**config.mk**
```make
export PLATFORM = sky130hd
export DESIGN_NAME = glzw_fifo
export DESIGN_NICKNAME = d
export VERILOG_FILES = /design/src/rtl/glzw_fifo.sv
export SDC_FILE = /design/constraint.sdc
export NUM_CORES = 1
export LEC_CHECK = 0
export ABC_AREA = 1
export BUFFER_PORTS_ARGS = -buffer_cell sky130_fd_sc_hd__clkbuf_2
export CORE_UTILIZATION = 35
export CTS_CLUSTER_DIAMETER = 100
export DETAILED_ROUTE_END_ITERATION = 16
export PLACE_DENSITY = 0.56
export SETUP_SLACK_MARGIN = 0.5
export SYNTH_ARGS = -nofsm -noshare
export SYNTH_HDL_FRONTEND = slang
export SYNTH_SLANG_ARGS = --single-unit
```
**constraint.sdc**
```tcl
create_clock -name clk_i -period 3.6 [get_ports clk_i]
set_input_delay 0.72 -clock clk_i [delete_from_list [all_inputs] [get_ports clk_i]]
set_output_delay 0.72 -clock clk_i [all_outputs]
set_load 0.02 [all_outputs]
```
**src/rtl/glzw_fifo.sv**
```systemverilog
// Small synchronous FIFO with registered storage, used between the parts
// of the LZW code generator. No dependencies.
`default_nettype none

module glzw_fifo #(
  parameter int unsigned WIDTH = 8,
  parameter int unsigned DEPTH = 4
) (
  input  logic             clk_i,
  input  logic             rst_ni,
  input  logic             push_i,
  input  logic [WIDTH-1:0] data_i,
  output logic             full_o,
  input  logic             pop_i,
  output logic             valid_o,
  output logic [WIDTH-1:0] data_o
);

  localparam int unsigned PW = (DEPTH > 1) ? $clog2(DEPTH) : 1;
  localparam int unsigned CW = $clog2(DEPTH + 1);

  logic [WIDTH-1:0] mem_q [DEPTH];
  logic [PW-1:0]    wr_q, wr_d, rd_q, rd_d;
  logic [CW-1:0]    cnt_q, cnt_d;
  logic             do_push, do_pop;

  assign full_o  = (cnt_q == CW'(DEPTH));
  assign valid_o = (cnt_q != '0);
  assign data_o  = mem_q[rd_q];
  assign do_push = push_i && !full_o;
  assign do_pop  = pop_i && valid_o;

  // Advance pointers and count
  always_comb begin
    wr_d  = wr_q;
    rd_d  = rd_q;
    cnt_d = cnt_q;
    if (do_push) begin
      wr_d = (wr_q == PW'(DEPTH - 1)) ? '0 : wr_q + PW'(1);
    end
    if (do_pop) begin
      rd_d = (rd_q == PW'(DEPTH - 1)) ? '0 : rd_q + PW'(1);
    end
    if (do_push && !do_pop) begin
      cnt_d = cnt_q + CW'(1);
    end else if (do_pop && !do_push) begin
      cnt_d = cnt_q - CW'(1);
    end
  end

  always_ff @(posedge clk_i or negedge rst_ni) begin
    if (!rst_ni) begin
      wr_q  <= '0;
      rd_q  <= '0;
      cnt_q <= '0;
    end else begin
      wr_q  <= wr_d;
      rd_q  <= rd_d;
      cnt_q <= cnt_d;
    end
  end

  // Storage
  always_ff @(posedge clk_i) begin
    if (do_push) begin
      mem_q[wr_q] <= data_i;
    end
  end

endmodule

`default_nettype wire

```
---- Word level (Yosys, flattened, before mapping) ----
Memories as Yosys holds them, arrays and structs flattened.
Index checks and enable logic that the tools add are counted.
storage, ports and cells
  input port bits ......................... 12
  RAM bits ................................ 32
  memories ................................ 1
  bits in registers ....................... 7
  output and inout port bits .............. 10
memory list
  memory  words  width  rd ports  clocked after Yosys merged registers in  write ports  RTL line  source
  mem_q   4      8      1         0                                        1            22        logic [WIDTH-1:0] mem_q [DEPTH];
cells by class
  add/sub/neg operators ................... 4
  muxes and demuxes ....................... 6
  reductions and logical operators ........ 9
  eq/ne operators ......................... 3
operator list
  kind                                               count
  two-way mux 3 bit                                  2
  adder 2 x 1 -> 2 bit (second input constant)       2
  == test 2 bit (second input constant)              2
  logical AND 1 bit                                  4
  two-way mux 2 bit                                  2
  adder 3 x 1 -> 3 bit (second input constant)       1
  == test 3 bit (second input constant)              1
  logical NOT 1 bit                                  3
  nonzero test 3 bit                                 1
  subtractor 3 x 1 -> 3 bit (second input constant)  1
  two-way mux 1 bit                                  2
  nonzero test 2 bit                                 1

---- Depth between registers and ports, before layout ----
Gate-level depths: netlist (run 1).
  depth after elaboration ................. 7
  depth in mapped cells ................... 12
  depth with buffers taken out ............ 12

---- Worst setup path after synthesis (run 1) ----
No wires, ideal clock.
  path type ............................... input to register
  start point ............................. input push_i
  end point ............................... register cnt_q[1]
  setup time .............................. 0.126 ns
  stages .................................. 7
  required time ........................... 3.474 ns
  setup slack ............................. 1.830 ns
  data arrival time ....................... 1.644 ns
  cells stage by stage .................... nand2_2 inv_2 ha_1 inv_1 fa_1 nand2_1 o21ai_0
RTL lines
  what                  RTL line  source
  start, declared       11        input logic push_i,
  logical AND 1 bit     30        assign do_push = push_i && !full_o;
  net do_push           25        logic do_push, do_pop;
  logical AND 1 bit     44        if (do_push && !do_pop) begin
  two-way mux 3 bit     44
  net cnt_d[1]          24        logic [CW-1:0] cnt_q, cnt_d;
  end signal, assigned  59        cnt_q <= cnt_d;
  end, declared         24
The timed path passes the listed nets, and every way through them passes these cells.
A chain may end at the register's enable or synchronous reset.

---- Worst setup path in the final report (run 1) ----
  start point ............................. register rd_q[0]
  end point ............................... output data_o[7]
between the ends
  cells in the longest elaborated chain, start to end .. 1
RTL lines
  what                    RTL line  source
  start, declared         23        logic [PW-1:0] wr_q, wr_d, rd_q, rd_d;
  start signal, assigned  58        rd_q <= rd_d;
  memory (4 x 8 bit)      --
  end, declared           16        output logic [WIDTH-1:0] data_o
No other way between the ends.

==> results of run 1 <==
[cell families after synthesis]
group           Yosys count  share of synthesized area (%)
xor+xnor                  1                         0.4994
compound gates           17                          7.133
simple gates             53                          12.70
fa+ha+maj                 7                          5.421
flops                    39                          64.76
buf+inv                  36                          9.486
[worst min path at each step]
stage | to | slack [ns] | startpoint
3_5_place_dp | wr_q[1] | 0.53 | wr_q[1]
5_1_grt | cnt_q[1] | 0.27 | rst_ni
6_report | cnt_q[1] | 0.26 | rst_ni
2_1_floorplan | cnt_q[0] | 0.42 | rst_ni
3_3_place_gp | wr_q[1] | 0.51 | wr_q[1]
4_1_cts | cnt_q[1] | 0.27 | rst_ni
[layout by cell type, fill, tap and decap left out, drive strengths merged]
cell type / count
fa: 1
clkinv: 2
inv: 31
o211ai: 16
xnor2: 1
edfxtp: 32
dfrtp: 7
nand3: 7
nand2: 39
nand4: 1
o21ai: 1
ha: 6
nor2: 6
clkbuf: 27
[registers in the layout (all words and copies together), names as in the netlist]
signal,flops
cnt_q,3
mem_q,32
rd_q,2
wr_q,2
[area by class of cell]
class	instances	area, um2	share of cell area (%)
well taps	67	83.83	4.246
clock inverters	2	8.758	0.4436
inverters	31	116.4	5.894
repair buffers	21	105.1	5.323
multi-input cells	78	451.7	22.88
flip-flops and latches	39	1136	57.54
clock buffers	6	72.57	3.676
[power by group]
group	internal (mW)	switching, mW
Combinational	0.208	0.380
Sequential	0.606	0.119
Clock	0.133	0.144
[worst max-delay path, cell delays in order, from the launching register on]
cell and delay (ns):
dfrtp_1 1.02, nand2_1 0.14, o211ai_1 0.13, nand2_1 0.09
clkbuf_2 0.16
[per-stage QoR]
step                      instance area, um2  setup WS [ns]  std cells
final                                   1974          1.050        244
after global routing                    1974         0.8656        244
after CTS                               1974          1.024        244
after detailed placement                1893          1.335        236
after global placement                  1893          1.436        236
after floorplan                         1754          1.830        153
[layer usage]
layer | wire [um] | GRT usage [%] | part of all wire [%] | vias up
li1 | - | - | - | 552
met1 | 1353 | 15.21 | 43 | 519
met2 | 1608 | 22.95 | 51 | 18
met3 | 111 | 3.729 | 3.5 | 7
met4 | 63 | 6.536 | 2.0 | 0
met5 | 0 | 0 | 0 | -
==> impl_metrics.csv, run 1 <==
group,metric,value,unit
final_layout,drive_above_1_share,19.77,%
synth,syn_nets,172,
sta,slew_violations,0,
global_routing,grt_start_max_net_pins,36,
power_and_ir_drop,total_power,1.589,mW
routing,drc,0,
final_layout,num_antenna_cells,0,
cts,cts_root_buffer,"clkbuf_8",
synth,synth_area_leaders,"edfxtp_1 (55%), dfrtp_1 (10%), nand2_1 (8.1%)",
synth,yosysMostFrequentCell,"nand2_1",
routing,drt-vias-per-instance,4.492,
routing,via_count,1096,
sta,setup_tns,0,ns
sta,fin_skew,0.006569,ns
placed_design,io_buffers,21,
global_routing,grt_pass1_wl,5002,um
final_layout,syn_to_final_growth,12.55,%
cts,path_clk_slew,0.07,ns
synth,synth_flop_cell,"edfxtp_1",
cts,htree_levels,2,
final_layout,num-fill-cells,459,
critical_path,required,2.88,ns
critical_path,r2r-start,"cnt_q[1]",
critical_path,ff2ff_setup_slack,1.80,ns
critical_path,worstRegToRegCells,9,
critical_path,startpoint,"rd_q[0]",
status,status,"finished clean",
die,die_w,72.80,um
cts,ctsResizeCount,0,
power_and_ir_drop,power.density,805.0,nW/um2
critical_path,r2r-end,"cnt_q[1]",
die,die_h,72.80,um
cts,clock_latency,0.29,ns
synth,synth_cell_types,17,
synth,synth_cells,153,
critical_path,critPathKind,"reg2out",
synth,yosys.area.top_type,"edfxtp_1",
final_layout,fin_util,41.25,%
die,initial_core_util,36.65,%
cts,cts_setup_buffers,0,
power_and_ir_drop,p_leak,0.8629,nW
routing,wire_per_inst,12.85,um
final_layout,layout.nets,195,
die,die_area,5299,um2
global_routing,grt.total_usage,13.32,%
cts,cts_tree,"done",
routing,wl,3136,um
die,row_count,25,
synth,synth_common_cells,"nand2_1 (38), edfxtp_1 (32), inv_1 (26)",
synth,yosys_warnings,0,
min_path,holdCritPathClass,"in2async",
cts,cts_made_buffers,5,
sta,slew_headroom,32.21,%
sta,post-route-min-period,2.550,ns
sta,tightest_slew,1.017,ns
routing,drt-pass1-iter-count,4,
critical_path,worstSetupEndpointType,"output port",
synth,ys_seq_area_share,64.76,%
synth,synth_area_per_cell,11.47,um2
sta,fin_hold_ws,0.2643,ns
sta,hold_viol,0,
cts,cts_sinks,39,
global_routing,grt_pass1_vias,1076,
synth,synth-edff-count,32,
critical_path,crit_path_end,"data_o[7]",
critical_path,crit_fanout,35,
synth,async_flop_share,17.95,%
sta,rsz0062_at_grt,"no",
synth,netlist_area,1754,um2
sta,setup_violations,0,
die,pin_count,22,
placed_design,hpwl,2189,um
sta,period_share,70.83,%
synth,synth_top_area_share,54.78,%
critical_path,arrival,1.83,ns
cts,cts_hold_buf,0,
sta,max_freq,392.2,MHz
die,placeableCoreArea,4786,um2
cts,clockBufferDepth,2,
global_routing,grt.overflow.total,0,
power_and_ir_drop,irDropWorstVdd,0.3335,mV
flow_run,drv_cap,0,
placed_design,gp_congestion,0.6779,
routing,drt_iter0_markers,51,
global_routing,antenna_found_initial,0,
synth,synth.ff_latch_count,39,
critical_path,worstSetupStartpointType,"flip-flop",
routing,postRouteAntennaNets,0,
Power figures use the tool's default switching activity.
==> inputs of run 2 (changes only) <==
Settings changed: PLACE_DENSITY 0.56 to 0.58.
Clock period 3.6 ns to 2.1 ns, I/O delays scaled along.
==> impl_metrics.csv, run 2 (synthesis results as in run 1) <==
group,metric,value,unit
sta,rsz0062_at_grt,"yes",
global_routing,grt_start_max_net_pins,33,
routing,via_count,1145,
routing,drt-vias-per-instance,4.404,
sta,slew_headroom,86.15,%
die,initial_core_util,36.65,%
die,row_count,25,
critical_path,crit_fanout,32,
critical_path,r2r-start,"cnt_q[0]",
final_layout,mostFrequentLayoutCell,"nand2_1",
cts,cts_root_buffer,"clkbuf_8",
placed_design,io_buffers,21,
critical_path,ff2ff_setup_slack,0.50,ns
critical_path,worstSetupStartpointType,"flip-flop",
cts,cts_made_buffers,5,
critical_path,r2r-end,"cnt_q[1]",
final_layout,largest_register_ffs,32,
min_path,hold_depth,1,
cts,cts_tree,"done",
final_layout,num-fill-cells,452,
power_and_ir_drop,power.density,1383,nW/um2
sta,post-route-min-period,1.719,ns
critical_path,required,1.68,ns
cts,clockBufferDepth,2,
sta,tightest_slew,0.2078,ns
cts,cts_sinks,39,
final_layout,regMostFlops,"mem_q",
critical_path,worstSetupEndpointType,"output port",
sta,max_freq,581.6,MHz
critical_path,path_cells,"buf_12 > o211ai_1 > nand2_1 > buf_2",
sta,setup_violations,0,
final_layout,reg_top3,"mem_q x32, cnt_q x3",
cts,htree_levels,2,
routing,drt_iter0_markers,40,
final_layout,layout.nets,211,
die,die_h,72.80,um
power_and_ir_drop,irDropWorstVdd,0.5101,mV
sta,slew_violations,0,
min_path,hold_end,"mem_q[1][5]",
routing,drt-pass1-iter-count,3,
min_path,holdCritPathClass,"in2reg",
global_routing,grt.overflow.total,0,
min_path,min_from,"data_i[5]",
critical_path,worstRegToRegCells,9,
critical_path,arrival,1.30,ns
critical_path,critPathTopFamily,"flip-flops",
power_and_ir_drop,p_leak,0.9463,nW
status,status,"finished clean",
routing,drc,0,
die,pin_count,22,
critical_path,critPathMaxStageDelay,0.41,ns
placed_design,place_ws,0.4245,ns
final_layout,syn_to_final_growth,22.97,%
cts,clock_latency,0.28,ns
final_layout,num_antenna_cells,0,
die,die_area,5299,um2
routing,wire_per_inst,11.98,um
critical_path,critPathKind,"reg2out",
global_routing,antenna_found_initial,0,
final_layout,drive_above_1_share,28.50,%
critical_path,crit_buf_inv,2,
global_routing,grt.total_usage,13.47,%
critical_path,slowest_stage,"dfrtp_1",
sta,worst_slack,0.3805,ns
die,placeableCoreArea,4786,um2
routing,postRouteAntennaNets,0,
sta,setup_tns,0,ns
global_routing,grt_pass1_wl,5064,um
sta,hold_viol,0,
global_routing,grt_pass1_vias,1117,
placed_design,gp_congestion,0.6943,
cts,path_clk_slew,0.07,ns
placed_design,hpwl,2122,um
sta,period_share,81.88,%
flow_run,drv_cap,0,
routing,wl,3114,um
sta,fin_skew,0.004203,ns
die,die_w,72.80,um
final_layout,layout_common_cells,"nand2_1 (36), edfxtp_1 (32), inv_1 (25)",
[run 2: timing repair]
action / in CTS / in global routing
setup buffers: 9 / 1
hold buffers: 1 / 0
pin swaps: 3 / 7
gates resized for setup: 7 / 9
endpoints found under the setup margin: 11 / 10
hold endpoints to repair: 7 / 0
[run 2: power breakdown]
group          leakage (nW)  switching, mW  internal [mW]
registers             0.377          0.102           1.04
logic                 0.529          0.830          0.554
clock network        0.0403          0.229          0.226
[run 2: worst max-delay path by stage]
stage              from        end  slack, ns  depth (start not counted)
2_1_floorplan  cnt_q[0]   cnt_q[1]       0.51                          8
3_3_place_gp   cnt_q[0]   cnt_q[1]       0.47                          9
3_5_place_dp   cnt_q[0]   cnt_q[1]       0.42                          9
4_1_cts         rd_q[0]  data_o[7]       0.38                          4
5_1_grt         rd_q[0]  data_o[7]       0.29                          4
6_report        rd_q[0]  data_o[7]       0.38                          4
[run 2: area by class of cell]
cell class	instances	area (um2)	area share (%)
clock buffer	6	72.57	3.364
inverter	31	118.9	5.510
multi-input combinational	78	496.7	23.03
sequential	39	1137	52.73
clock inverter	2	7.507	0.3480
timing repair buffer	37	240.2	11.14
tap	67	83.83	3.886
[run 2: routing by layer]
metal	up-vias	routed length, um	track usage [%]
met3	7	114	4.558
li1	578	-	-
met5	-	0	0
met1	538	1342	14.86
met4	0	62	6.318
met2	22	1595	23.36
[run 2: metrics by stage]
step | cell area, um2 | utilization (%) | hold slack [ns] | instances | power (mW)
5_1_grt | 2157 | 45.07 | 0.3440 | 260 | 3.217
2_1_floorplan | 1792 | - | 0.1244 | 153 | 2.078
3_5_place_dp | 1968 | 41.12 | 0.2771 | 241 | 2.384
3_3_place_gp | 1968 | 41.12 | 0.2678 | 241 | 2.326
4_1_cts | 2147 | 44.86 | 0.3428 | 259 | 2.999
6_report | 2157 | 45.07 | 0.3502 | 260 | 2.982
==> inputs of run 3 (changes only) <==
Clock period 2.1 ns to 1.5 ns, I/O delays scaled along.
==> impl_metrics.csv, run 3 (synthesis results as in run 1) <==
group,metric,value,unit
power_and_ir_drop,p_seq_share,33.0,%
sta,hold_viol,0,
critical_path,required,1.68,ns
min_path,min_from,"data_i[2]",
cts,cts_made_buffers,5,
power_and_ir_drop,power.density,2028,nW/um2
final_layout,layout_common_cells,"edfxtp_1 (32), inv_1 (24), nand2_1 (24)",
cts,clockBufferDepth,2,
cts,clock_latency,0.29,ns
routing,via_count,1182,
sta,fin_skew,0.007306,ns
cts,cts_tree,"done",
final_layout,mostFrequentLayoutCell,"edfxtp_1",
sta,rsz0062_at_grt,"yes",
placed_design,place_ws,-0.08114,ns
routing,drc,0,
routing,drt-pass1-iter-count,4,
critical_path,worstSetupStartpointType,"flip-flop",
status,status,"finished with violations",
sta,fin_hold_ws,0.2188,ns
min_path,hold_depth,1,
routing,drt-vias-per-instance,4.410,
cts,path_clk_slew,0.08,ns
die,die_area,5299,um2
sta,tightest_slew,0.2097,ns
sta,period_share,108.9,%
global_routing,grt_start_max_net_pins,36,
cts,cts_sinks,39,
status,violations,"negative setup slack",
power_and_ir_drop,irDropWorstVdd,1.005,mV
critical_path,worstRegToRegCells,9,
sta,slew_violations,0,
die,row_count,25,
die,die_h,72.80,um
sta,slew_headroom,85.96,%
critical_path,critPathKind,"reg2reg",
final_layout,syn_to_final_growth,36.23,%
flow_run,drv_cap,0,
global_routing,grt.overflow.total,0,
final_layout,regMostFlops,"mem_q",
global_routing,grt_pass1_wl,5244,um
final_layout,num_antenna_cells,0,
placed_design,hpwl,2099,um
placed_design,io_buffers,21,
final_layout,num-fill-cells,428,
sta,worst_slack,-0.1341,ns
power_and_ir_drop,combPwrFrac,48.7,%
sta,setup_violations,14,
die,die_w,72.80,um
placed_design,gp_congestion,0.6700,
cts,cts_root_buffer,"clkbuf_8",
power_and_ir_drop,p_leak,1.020,nW
routing,drt_iter0_markers,63,
final_layout,reg_top3,"mem_q x32, cnt_q x3",
global_routing,grt.total_usage,13.65,%
die,initial_core_util,36.65,%
power_and_ir_drop,intPower,2.996,mW
power_and_ir_drop,p_switching,1.851,mW
power_and_ir_drop,total_power,4.847,mW
critical_path,r2r-start,"cnt_q[0]",
critical_path,arrival,1.81,ns
sta,post-route-min-period,1.634,ns
critical_path,startpoint,"cnt_q[0]",
global_routing,antenna_found_initial,0,
global_routing,grt_pass1_vias,1144,
min_path,holdCritPathClass,"in2reg",
routing,postRouteAntennaNets,0,
cts,htree_levels,2,
final_layout,layout.nets,219,
routing,wire_per_inst,12.26,um
routing,wl,3285,um
die,pin_count,22,
die,placeableCoreArea,4786,um2
critical_path,worstSetupEndpointType,"flip-flop",
final_layout,largest_register_ffs,32,
power_and_ir_drop,power.share.clock,18.2,%
critical_path,crit_fanout,2,
sta,setup_tns,-1.127,ns
final_layout,drive_above_1_share,41.79,%
power_and_ir_drop,p_sw_share,38.19,%
sta,max_freq,611.9,MHz
==> run 3: cell count changes in the layout (fill, tap and decap cells not counted), sizes merged <==
cell	previous run	this run
buf	23	29
clkinv	2	0
bufinv	0	1
clkbuf	19	20
clkinvlp	0	1
inv	31	32
==> run 3: worst paths after layout <==
kind | slack [ns] | endpoint
max | -0.13 | cnt_q[1]
min | 0.22 | mem_q[1][2]
max reg2reg | -0.13 | cnt_q[1]
min reg2reg | 0.56 | wr_q[1]
max in group asynchronous | 0.92 | rd_q[1]
min in group asynchronous | 0.39 | cnt_q[0]
==> run 3: timing repair <==
action	in CTS	in global routing
setup buffers	5	5
gates resized for setup	27	15
hold buffers	1	0
pin swaps	4	8
hold endpoints to repair	7	0
setup endpoints to repair	48	49
==> run 3: metrics by stage <==
stage                     utilization, %  cells  area (um2)
final                              49.93    268        2390
after global routing               49.93    268        2390
after CTS                          48.52    263        2322
after detailed placement           43.16    249        2066
after global placement             43.16    249        2066
after floorplan                        -    153        1817
==> run 3: layer usage <==
layer	GRT usage, %	wire (um)	up-vias
met1	15.12	1334	557
met5	0	0	-
li1	-	-	599
met4	5.882	43	0
met2	24.71	1796	22
met3	3.453	111	4
==> run 3: final cells by class <==
cell class	instances	area, um2	area share (%)
inverter	31	123.9	5.183
multi-input combinational	78	560.5	23.46
tap	67	83.83	3.508
clock buffer	5	68.82	2.880
clock inverter	3	46.29	1.937
timing repair buffer	45	369.1	15.45
sequential	39	1137	47.59
==> run 3: power by group through the flow <==
stage | sequential [mW] | combinational (mW) | clock, mW
2_1_floorplan | 1.59 | 1.40 | 0
3_3_place_gp | 1.60 | 1.89 | 0
3_5_place_dp | 1.61 | 1.97 | 0
4_1_cts | 1.60 | 2.21 | 0.890
5_1_grt | 1.63 | 2.60 | 0.940
6_report | 1.60 | 2.36 | 0.883
==> run 3: critical path, cell delays in order (launching register included) <==
cell and delay (ns):
dfrtp_1 0.40, inv_2 0.11, nand3_4 0.10, nand2_4 0.10
inv_4 0.04, ha_4 0.15, inv_2 0.06, fa_2 0.43
nand2_2 0.08, o21ai_2 0.05
