<file path="src/rtl/glzw_pkg.sv">
// Package for the GIF LZW code generator: field widths, item structs and
// small helper functions (clear code, index mask, bit length).
// No dependencies.
`default_nettype none

package glzw_pkg;

  localparam int unsigned CODE_W        = 12;
  localparam int unsigned WIDTH_W       = 4;
  localparam int unsigned PIX_W         = 8;
  localparam int unsigned MINB_W        = 4;
  localparam int unsigned CLR_W         = 9;
  localparam int unsigned MAX_CODES_DEF = 4096;
  localparam int unsigned ALPHABET_DEF  = 256;
  localparam int unsigned IN_DEPTH      = 4;
  localparam int unsigned OUT_DEPTH     = 4;

  localparam logic [MINB_W-1:0] MIN_BITS_RST = 4'd8;

  // One pixel after index classification
  typedef struct packed {
    logic             last;
    logic [PIX_W-1:0] pix;
  } pix_item_t;

  // One emitted code
  typedef struct packed {
    logic               eof;
    logic [WIDTH_W-1:0] width;
    logic [CODE_W-1:0]  code;
  } code_item_t;

  // Clamp the code size register to 1..8
  function automatic logic [MINB_W-1:0] eff_bits(input logic [MINB_W-1:0] m);
    logic [MINB_W-1:0] r;
    r = m;
    if (m == '0) begin
      r = MINB_W'(1);
    end else if (m > MINB_W'(8)) begin
      r = MINB_W'(8);
    end
    return r;
  endfunction

  function automatic logic [CLR_W-1:0] clear_code(input logic [MINB_W-1:0] m);
    return CLR_W'(1) << eff_bits(m);
  endfunction

  function automatic logic [PIX_W-1:0] index_mask(input logic [MINB_W-1:0] m);
    logic [CLR_W-1:0] c;
    c = clear_code(m) - CLR_W'(1);
    return c[PIX_W-1:0];
  endfunction

  // Position of the highest set bit plus one
  function automatic logic [WIDTH_W-1:0] bitlog(input logic [CODE_W-1:0] v);
    logic [WIDTH_W-1:0] n;
    n = '0;
    for (int i = 0; i < CODE_W; i++) begin
      if (v[i]) begin
        n = WIDTH_W'(i + 1);
      end
    end
    return n;
  endfunction

endpackage

`default_nettype wire

</file>
<file path="src/rtl/glzw_fifo.sv">
// Small synchronous FIFO with registered storage, used between the parts
// of the LZW code generator. No dependencies.
`default_nettype none

module glzw_fifo #(
  parameter int unsigned WIDTH = 8,
  parameter int unsigned DEPTH = 4
) (
  input  logic             clk_i,
  input  logic             rst_ni,
  input  logic             push_i,
  input  logic [WIDTH-1:0] data_i,
  output logic             full_o,
  input  logic             pop_i,
  output logic             valid_o,
  output logic [WIDTH-1:0] data_o
);

  localparam int unsigned PW = (DEPTH > 1) ? $clog2(DEPTH) : 1;
  localparam int unsigned CW = $clog2(DEPTH + 1);

  logic [WIDTH-1:0] mem_q [DEPTH];
  logic [PW-1:0]    wr_q, wr_d, rd_q, rd_d;
  logic [CW-1:0]    cnt_q, cnt_d;
  logic             do_push, do_pop;

  assign full_o  = (cnt_q == CW'(DEPTH));
  assign valid_o = (cnt_q != '0);
  assign data_o  = mem_q[rd_q];
  assign do_push = push_i && !full_o;
  assign do_pop  = pop_i && valid_o;

  // Advance pointers and count
  always_comb begin
    wr_d  = wr_q;
    rd_d  = rd_q;
    cnt_d = cnt_q;
    if (do_push) begin
      wr_d = (wr_q == PW'(DEPTH - 1)) ? '0 : wr_q + PW'(1);
    end
    if (do_pop) begin
      rd_d = (rd_q == PW'(DEPTH - 1)) ? '0 : rd_q + PW'(1);
    end
    if (do_push && !do_pop) begin
      cnt_d = cnt_q + CW'(1);
    end else if (do_pop && !do_push) begin
      cnt_d = cnt_q - CW'(1);
    end
  end

  always_ff @(posedge clk_i or negedge rst_ni) begin
    if (!rst_ni) begin
      wr_q  <= '0;
      rd_q  <= '0;
      cnt_q <= '0;
    end else begin
      wr_q  <= wr_d;
      rd_q  <= rd_d;
      cnt_q <= cnt_d;
    end
  end

  // Storage
  always_ff @(posedge clk_i) begin
    if (do_push) begin
      mem_q[wr_q] <= data_i;
    end
  end

endmodule

`default_nettype wire

</file>
<file path="src/rtl/glzw_front.sv">
// Front end of the LZW code generator: accepts pixels, masks and saturates
// the palette index, and queues the item. Depends on glzw_pkg, glzw_fifo.
`default_nettype none

module glzw_front #(
  parameter int unsigned ALPHABET_SIZE = glzw_pkg::ALPHABET_DEF
) (
  input  logic                        clk_i,
  input  logic                        rst_ni,
  input  logic [glzw_pkg::MINB_W-1:0] min_bits_i,
  input  logic                        pix_valid_i,
  output logic                        pix_ready_o,
  input  logic [glzw_pkg::PIX_W-1:0]  pix_i,
  input  logic                        last_i,
  output logic                        head_valid_o,
  output glzw_pkg::pix_item_t         head_o,
  input  logic                        pop_i
);

  import glzw_pkg::*;

  localparam logic [PIX_W:0]   ALPHA_LIM = (PIX_W + 1)'(ALPHABET_SIZE);
  localparam logic [PIX_W-1:0] ALPHA_TOP = PIX_W'(ALPHABET_SIZE - 1);

  logic [PIX_W-1:0] masked;
  pix_item_t        item;
  logic             full;
  logic [$bits(pix_item_t)-1:0] head_bits;

  // Mask to the code size, then saturate to the alphabet
  always_comb begin
    masked    = pix_i & index_mask(min_bits_i);
    item.last = last_i;
    item.pix  = masked;
    if ({1'b0, masked} >= ALPHA_LIM) begin
      item.pix = ALPHA_TOP;
    end
  end

  assign pix_ready_o = !full;

  glzw_fifo #(
    .WIDTH ($bits(pix_item_t)),
    .DEPTH (IN_DEPTH)
  ) u_in_q (
    .clk_i   (clk_i),
    .rst_ni  (rst_ni),
    .push_i  (pix_valid_i),
    .data_i  (item),
    .full_o  (full),
    .pop_i   (pop_i),
    .valid_o (head_valid_o),
    .data_o  (head_bits)
  );

  assign head_o = pix_item_t'(head_bits);

endmodule

`default_nettype wire

</file>
<file path="config.mk">
export PLATFORM = sky130hd
export DESIGN_NAME = glzw_front
export DESIGN_NICKNAME = d
export VERILOG_FILES = /design/src/rtl/glzw_pkg.sv /design/src/rtl/glzw_fifo.sv /design/src/rtl/glzw_front.sv
export SDC_FILE = /design/constraint.sdc
export NUM_CORES = 1
export LEC_CHECK = 0
export BUFFER_PORTS_ARGS = -buffer_cell sky130_fd_sc_hd__buf_2
export CAP_MARGIN = 20
export CORE_MARGIN = 1
export CORE_UTILIZATION = 58
export CTS_BUF_LIST = sky130_fd_sc_hd__clkbuf_8
export DETAILED_ROUTE_END_ITERATION = 8
export MAX_ROUTING_LAYER = met4
export PLACE_DENSITY = 0.81
export SLEW_MARGIN = 40
export SYNTH_ARGS = -nofsm -noshare
export SYNTH_HDL_FRONTEND = slang
export SYNTH_HIERARCHICAL = 1
export SYNTH_SLANG_ARGS = --single-unit
</file>
<file path="constraint.sdc">
create_clock -name clk_i -period 3 [get_ports clk_i]
set_clock_uncertainty 0.15 [all_clocks]
set_input_delay 0.6 -clock clk_i [delete_from_list [all_inputs] [get_ports clk_i]]
set_output_delay 0.6 -clock clk_i [all_outputs]
set_load 0.01 [all_outputs]
</file>
# ---- After elaboration in Yosys (flattened, before gate mapping)
# Memory sizes are Yosys's and may differ from the RTL's.
# Cells that the tools add are included.
dict set report op_classes {
  addsub 5
  order_cmp 1
  eq_ne 3
  shifts 1
  muxes 8
  bitwise 1
  n_reduce_logical 10
}
# cell count
set ops {}
lappend ops {{$and 8x8->8} 1}
lappend ops {{$mux 4} 2}
lappend ops {{$shl 1x4->8 const A} 1}
lappend ops {{$sub 8x1->8 const B} 1}
lappend ops {{$mux 3} 2}
lappend ops {{$add 2x1->2 const B} 2}
lappend ops {{$eq 2x2->1 const B} 2}
lappend ops {{$gt 4x4->1 const B} 1}
lappend ops {{$logic_and 1x1->1} 4}
lappend ops {{$logic_not 4->1} 1}
lappend ops {{$mux 2} 2}
lappend ops {{$add 3x1->3 const B} 1}
lappend ops {{$eq 3x3->1 const B} 1}
lappend ops {{$logic_not 1->1} 3}
lappend ops {{$reduce_bool 3->1} 1}
lappend ops {{$sub 3x1->3 const B} 1}
lappend ops {{$mux 1} 2}
lappend ops {{$reduce_bool 2->1} 1}
dict set report totals {
  reg_bits 7
  ramBits 36
  mem_count 1
}
# memory words word_bits rd rd_ports_with_merged_regs wr line
set mem_list {}
lappend mem_list {u_in_q.mem_q 4 9 1 0 1 glzw_fifo.sv:22} ;# logic [WIDTH-1:0] mem_q [DEPTH];

# ---- Depth between registers and ports, before layout
# Gate-level depths: netlist of the first run.
dict set report logic_depth {
  depth_word 7
  mapped_depth 9
  depth_no_buf 8
}

# ---- Cells and area by module
# The synthesis of the first run kept the hierarchy.
# module n_inst cells_each area_each_um2 seq_area_each_um2
set by_module_without_submodules {}
lappend by_module_without_submodules {glzw_fifo 1 84 1778.0 1256.2}
lappend by_module_without_submodules {glzw_front 1 21 140.1 0.0}

# ---- Least setup slack after synthesis of the first run
# Ideal clock, no wire load.
dict set report synth_timing {
  path_type {register -> register}
  startpoint {register u_in_q.cnt_q[0]}
  endpoint {register u_in_q.cnt_q[2]}
  t_arrival_ns 1.932
  t_required_ns 2.771
  slack_ns 0.839
  path_stages_with_launch 9
  path_buffers 0
  cell_sequence {dfrtp_1 or3_4 nand2_4 ha_1 inv_1 fa_1 xor2_1 nor2_1 xor2_1}
}
# element line
set synth_lines {}
lappend synth_lines {{from (decl)} glzw_fifo.sv:24} ;# logic [CW-1:0] cnt_q, cnt_d;
lappend synth_lines {{from (signal assigned)} glzw_fifo.sv:59} ;# cnt_q <= cnt_d;
lappend synth_lines {{$reduce_bool 3->1 (*)} glzw_fifo.sv:28} ;# assign valid_o = (cnt_q != '0);
lappend synth_lines {{via head_valid_o} glzw_front.sv:15} ;# output logic head_valid_o,
lappend synth_lines {{$logic_and 1x1->1 (*)} glzw_fifo.sv:31} ;# assign do_pop = pop_i && valid_o;
lappend synth_lines {{$logic_not 1->1} glzw_fifo.sv:44} ;# if (do_push && !do_pop) begin
lappend synth_lines {{$logic_and 1x1->1} glzw_fifo.sv:44}
lappend synth_lines {{$mux 3 or $reduce_bool 2->1 (tied branches)} --}
# The timed path passes the listed nets; every way through them passes the cells marked *. The select of a mux whose other input is x is not followed.
# A chain may end at the register's enable or synchronous reset.

==> results of run 1 <==
[per-layer routing]
layer | routed length (um) | share of wire | up-vias
met5 | 0 | 0 | -
met4 | 26 | 0.0087 | 0
met1 | 1280 | 0.43 | 491
met3 | 123 | 0.041 | 4
li1 | - | - | 458
met2 | 1570 | 0.52 | 23
[per-stage QoR]
step / instances / hold WS (ns) / setup slack (ns) / instance area, um^2
6_report: 181 / 0.349 / 0.415 / 2170
5_1_grt: 181 / 0.374 / 0.305 / 2170
4_1_cts: 181 / 0.355 / 0.378 / 2170
3_5_place_dp: 172 / 0.303 / 0.628 / 2080
3_3_place_gp: 172 / 0.293 / 0.703 / 2080
2_1_floorplan: 105 / 0.154 / 0.839 / 1920
[flip-flops by register name (all words and copies together) (netlist names)]
register      count
u_in_q/wr_q       2
u_in_q/cnt_q      3
u_in_q/rd_q       2
u_in_q/mem_q     36
[path summary, 6_finish.rpt]
kind / end / slack [ns] / startpoint / cells after the start
setup / recovery: head_o[4] / 0.41 / u_in_q/rd_q[0] / 2
max in group asynchronous: u_in_q/wr_q[1] / 2.00 / rst_ni / 2
setup reg to reg: u_in_q/cnt_q[2] / 0.75 / u_in_q/cnt_q[0] / 8
hold reg to reg: u_in_q/cnt_q[2] / 0.35 / u_in_q/cnt_q[2] / 1
min in group asynchronous: u_in_q/wr_q[0] / 0.53 / rst_ni / 2
hold / removal: u_in_q/cnt_q[2] / 0.35 / u_in_q/cnt_q[2] / 1
[power by group]
group / switching, W / internal [W]
logic: 0.000276 / 0.000359
clock network: 0.000188 / 0.000159
registers: 0.000141 / 0.000809
[kinds of logic (layout without fill, tap and decap cells)]
group / Yosys count / count (layout)
compound gates: 7 / 7
xor+xnor: 4 / 4
fa+ha+maj: 8 / 8
buf+inv: 8 / 40
flops: 43 / 43
mux: 14 / 14
other cells: 1 / 1
simple gates: 20 / 20
[critical path: stages (launching register included)]
cell,delay (ns)
dfrtp_1,0.79
mux4_2,0.60
buf_2,0.16
[layout make-up]
class / instances / area share
Timing Repair Buffer: 28 / 0.0667
Multi-Input combinational cell: 54 / 0.285
Clock buffer: 5 / 0.0316
Sequential cell: 43 / 0.578
Clock inverter: 3 / 0.00690
Tap cell: 44 / 0.0253
Inverter: 4 / 0.00690
[cells in the mapped netlist]
library cell / n
a21oi_1: 2
and2_1: 1
and2_2: 5
buf_2: 1
buf_4: 1
buf_6: 1
clkbuf_1: 1
conb_1: 1
dfrtp_1: 7
edfxtp_1: 36
fa_1: 1
ha_1: 7
inv_1: 4
mux2_2: 1
mux2_4: 4
mux4_2: 9
nand2_4: 1
nand3_1: 1
nor2_1: 4
nor2b_1: 2
nor2b_2: 1
nor3_1: 1
nor3b_4: 1
nor4b_2: 1
o211ai_1: 1
o21a_1: 3
o21ai_0: 1
or3_2: 1
or3_4: 1
xnor2_1: 1
xor2_1: 3
==> impl_metrics.csv, run 1 <==
group,metric,value,unit
run_status,status,"completed",
cells_and_area,multi_input_area,619,um^2
clock_tree,cts_tree,"done",
yosys,yosysTopAreaCellShare,0.564,
yosys,synthXorXnorAreaFrac,0.0183,
setup_path,arrival,1.84,ns
cells_and_area,final_util,0.701,
cells_and_area,layout-area-overhead-vs-synth,13.4,%
run,maxCapViolCount,0,
route,drc_errors,0,
yosys,ys_top_cells_by_area,"edfxtp_1, mux4_2, dfrtp_1",
timing,grt_setup_unrepaired,"false",
grt,grt_use_met3,0.0677,
yosys,synth_top_cell_by_area,"edfxtp_1",
yosys,syn_area,1920,um^2
cells_and_area,n_antenna_cell,0,
yosys,synth_mux_area_frac,0.143,
timing,period_needed,2.59,ns
place,dp_hpwl,2080,um
power_and_ir_drop,p_leak,0.830,nW
timing,fmax,387,MHz
clock_tree,cts_hold_buf,1,
timing,relSlewSlack,0.546,
clock_tree,postCtsSetupBuffers,0,
cells_and_area,layout_commonest_cell,"edfxtp_1",
floorplanning,core_area,3100,um^2
power_and_ir_drop,vdd_drop_max,0.597,mV
floorplanning,initial_core_util,0.618,
route,drt_iter0_drc,23,
route,first_pass_iters,6,
floorplanning,num_io_pins,28,
yosys,ys_types,31,
clock_tree,cts_sinks,43,
setup_path,cp-start-kind,"register",
grt,grt_pass1_wl,4860,um
power_and_ir_drop,p_total,0.00193,W
setup_path,worstSetupPathType,"register to output port",
yosys,syn_avg_cell_area,18.3,um^2
clock_tree,clk_latency,0.29,ns
cells_and_area,nFillCells,227,
floorplanning,die_x,59.5,um
timing,final_hold_viol_count,0,
place,gp_congestion,0.693,
cells_and_area,drive_above_1_share,0.438,
yosys,syn_nets,130,
yosys,synth_compound_area_frac,0.0235,
route,ant_nets,0,
timing,slew_viol_final,0,
timing,setup_tns,0,ns
yosys,yosys_warnings,6,
yosys,synth_simple_gate_area_share,0.0802,
grt,gr-usage-met1,0.249,
clock_tree,numCtsBuffers,5,
clock_tree,clockBufferDepth,2,
setup_path,crit_path_max_fanout,12,
floorplanning,die_y,59.5,um
clock_tree,htree_levels,2,
route,vias_per_cell,5.39,
route,wire_per_inst,16.6,um
grt,grt_pass1_vias,1021,
timing,tightest_slew,0.681,ns
min_path,hold_path_class,"register to register",
cells_and_area,regArea,1260,um^2
yosys,synthCells,105,
timing,finalCritPeriodShare,0.862,
cells_and_area,layout.nets,161,
floorplanning,dieArea,3540,um^2
yosys,synth_seq_area_share,0.655,
clock_tree,cts-root-buf,"clkbuf_8",
grt,grt_util_met2,0.339,
grt,grt.busiest_layer,"met2",
setup_path,critPathRequiredTime,2.25,ns
grt,grt_use_total,0.211,
setup_path,critical_path.endpoint_type,"output port",
route,num_vias,976,
clock_tree,cts-resized-gates,0,
route,routed_wirelength,3000,um
timing,setup_viol,0,
place,place.port_buffers,27,
grt,gr-total-overflow,0,
yosys,ys_seq_elements,43,
grt,antenna_found_initial,0,
grt,grt_max_degree,14,
power_and_ir_drop,p_per_area,889,nW/um^2
yosys,synth_top_family_by_area,"multiplexers",
yosys,synth_fa_ha_area_frac,0.0561,
clock_tree,clk_transition_reported_paths,0.07,ns
cells_and_area,final_cell_mix,"edfxtp_1, buf_2, mux4_2",
floorplanning,rows,20,
Power figures use the tool's default switching activity.
==> inputs of run 2 (changes only) <==
CORE_UTILIZATION = 63   (was 58)
PLACE_DENSITY = 0.87   (was 0.81)
clock period = 3.1 ns   (was 3 ns; I/O delays follow)
==> impl_metrics.csv, run 2 (same netlist as run 1, synthesis figures left out) <==
group,metric,value,unit
power_and_ir_drop,combPwrFrac,0.331,
floorplanning,initial_core_util,0.678,
floorplanning,die_x,57.2,um
timing,finalCritPeriodShare,0.834,
setup_path,crit-reg2reg-capture,"u_in_q/cnt_q[2]",
route,wire_per_inst,18.2,um
clock_tree,postCtsSetupBuffers,0,
clock_tree,cts_tree,"done",
cells_and_area,top_register,"u_in_q/mem_q",
timing,final_hold_viol_count,0,
min_path,hold_path_class,"input pin to asynchronous set/reset pin",
grt,grt_pass1_wl,5020,um
clock_tree,numCtsBuffers,5,
timing,fmax,387,MHz
power_and_ir_drop,seqPwrFrac,0.485,
place,place.port_buffers,27,
grt,grt_use_total,0.229,
clock_tree,clockBufferDepth,2,
power_and_ir_drop,vdd_drop_max,0.613,mV
grt,gr-total-overflow,0,
cells_and_area,nFillCells,172,
clock_tree,htree_levels,2,
power_and_ir_drop,p_per_area,886,nW/um^2
timing,period_needed,2.58,ns
grt,grt_max_degree,14,
floorplanning,die_y,57.2,um
route,num_vias,960,
timing,setup_viol,0,
power_and_ir_drop,swShare,0.312,
timing,setup_tns,0,ns
setup_path,critical_path.endpoint_type,"output port",
grt,antenna_found_initial,0,
run_status,violations,"DRC",
route,routed_wirelength,3040,um
power_and_ir_drop,p_leak,0.831,nW
setup_path,r2r_setup_slack,0.78,ns
setup_path,crit_chain,"mux4_2, buf_2",
clock_tree,cts_sinks,43,
power_and_ir_drop,power.internal,0.00131,W
cells_and_area,n_antenna_cell,0,
route,drc_errors,2,
setup_path,crit_path_max_fanout,12,
cells_and_area,layout_commonest_cell,"edfxtp_1",
clock_tree,clk_latency,0.29,ns
floorplanning,core_area,2830,um^2
setup_path,cp_slowest_cell,"dfrtp_1",
setup_path,cp_slowest_stage_delay,0.77,ns
timing,relSlewSlack,0.558,
cells_and_area,largestRegisters,"u_in_q/mem_q x36, u_in_q/cnt_q x3",
clock_tree,cts_hold_buf,0,
cells_and_area,largest_reg_flops,36,
power_and_ir_drop,p_total,0.00191,W
route,vias_per_cell,5.75,
place,dp_hpwl,2190,um
setup_path,cp-start-kind,"register",
place,placed_cell_area,2060,um^2
clock_tree,cts-root-buf,"clkbuf_8",
floorplanning,num_io_pins,28,
cells_and_area,final_cell_mix,"edfxtp_1, buf_2, mux4_2",
timing,tightest_slew,0.663,ns
timing,whs,0.00424,ns
cells_and_area,layout.nets,160,
route,first_pass_iters,6,
setup_path,critPathRequiredTime,2.33,ns
setup_path,reg2reg_depth,8,
cells_and_area,layout-area-overhead-vs-synth,12.4,%
run,maxCapViolCount,0,
route,ant_nets,0,
clock_tree,clk_transition_reported_paths,0.07,ns
floorplanning,rows,19,
timing,slew_viol_final,0,
floorplanning,dieArea,3270,um^2
power_and_ir_drop,switchingPower,0.000595,W
power_and_ir_drop,clock_power_share,0.184,
cells_and_area,drive_above_1_share,0.434,
cells_and_area,finalInstanceArea,2160,um^2
timing,grt_setup_unrepaired,"false",
setup_path,worstSetupPathType,"register to output port",
setup_path,r2r-start,"u_in_q/cnt_q[0]",
run_status,status,"complete, but fails checks",
route,drt_iter0_drc,28,
clock_tree,cts-resized-gates,0,
place,gp_congestion,0.746,
setup_path,arrival,1.81,ns
grt,grt_pass1_vias,1046,
## run 2: power by group through the flow
stage	logic, W	registers, W	clock network (W)
floorplan	0.000519	0.000855	0
global placement	0.000602	0.000927	0
detailed placement	0.000632	0.000940	0
CTS	0.000635	0.000930	0.000357
global route	0.000687	0.000947	0.000377
finish	0.000632	0.000925	0.000351
## run 2: worst max path at each step
stage	depth (start not counted)	from	end	slack, ns
2_1_floorplan	8	u_in_q/cnt_q[0]	u_in_q/cnt_q[2]	0.94
3_3_place_gp	6	min_bits_i[1]	u_in_q/mem_q[0][6]	0.80
3_5_place_dp	6	min_bits_i[3]	u_in_q/mem_q[1][6]	0.70
4_1_cts	2	u_in_q/rd_q[0]	head_o[3]	0.48
5_1_grt	2	u_in_q/rd_q[0]	head_o[5]	0.39
6_report	2	u_in_q/rd_q[0]	head_o[3]	0.52
## run 2: area by class of cell
cell class                      count  area (um^2)  area share
Multi-Input combinational cell     54          619       0.287
Timing Repair Buffer               27          135      0.0627
Inverter                            4         15.0     0.00696
Tap cell                           31         38.8      0.0180
Sequential cell                    43         1260       0.583
Clock buffer                        6         82.6      0.0383
Clock inverter                      2         8.76     0.00406
## run 2: metal layers
metal,share of wire,wire length [um],global-route usage
met5,0,0,-
met4,0.014,44,0.0767
met1,0.43,1310,0.282
met2,0.51,1540,0.360
met3,0.046,141,0.0794
## run 2: worst max-delay path: cells and delay by family, from the launching register on
kind / cells / cell delay (ns)
buffers and inverters: 1 / 0.15
DFF: 1 / 0.77
muxes: 1 / 0.59
## run 2: stage by stage
stage	cells	setup slack, ns	utilization
detailed placement	159	0.703	0.730
floorplan	105	0.939	-
finish	167	0.516	0.762
CTS	167	0.478	0.762
global placement	159	0.803	0.730
global route	167	0.389	0.762
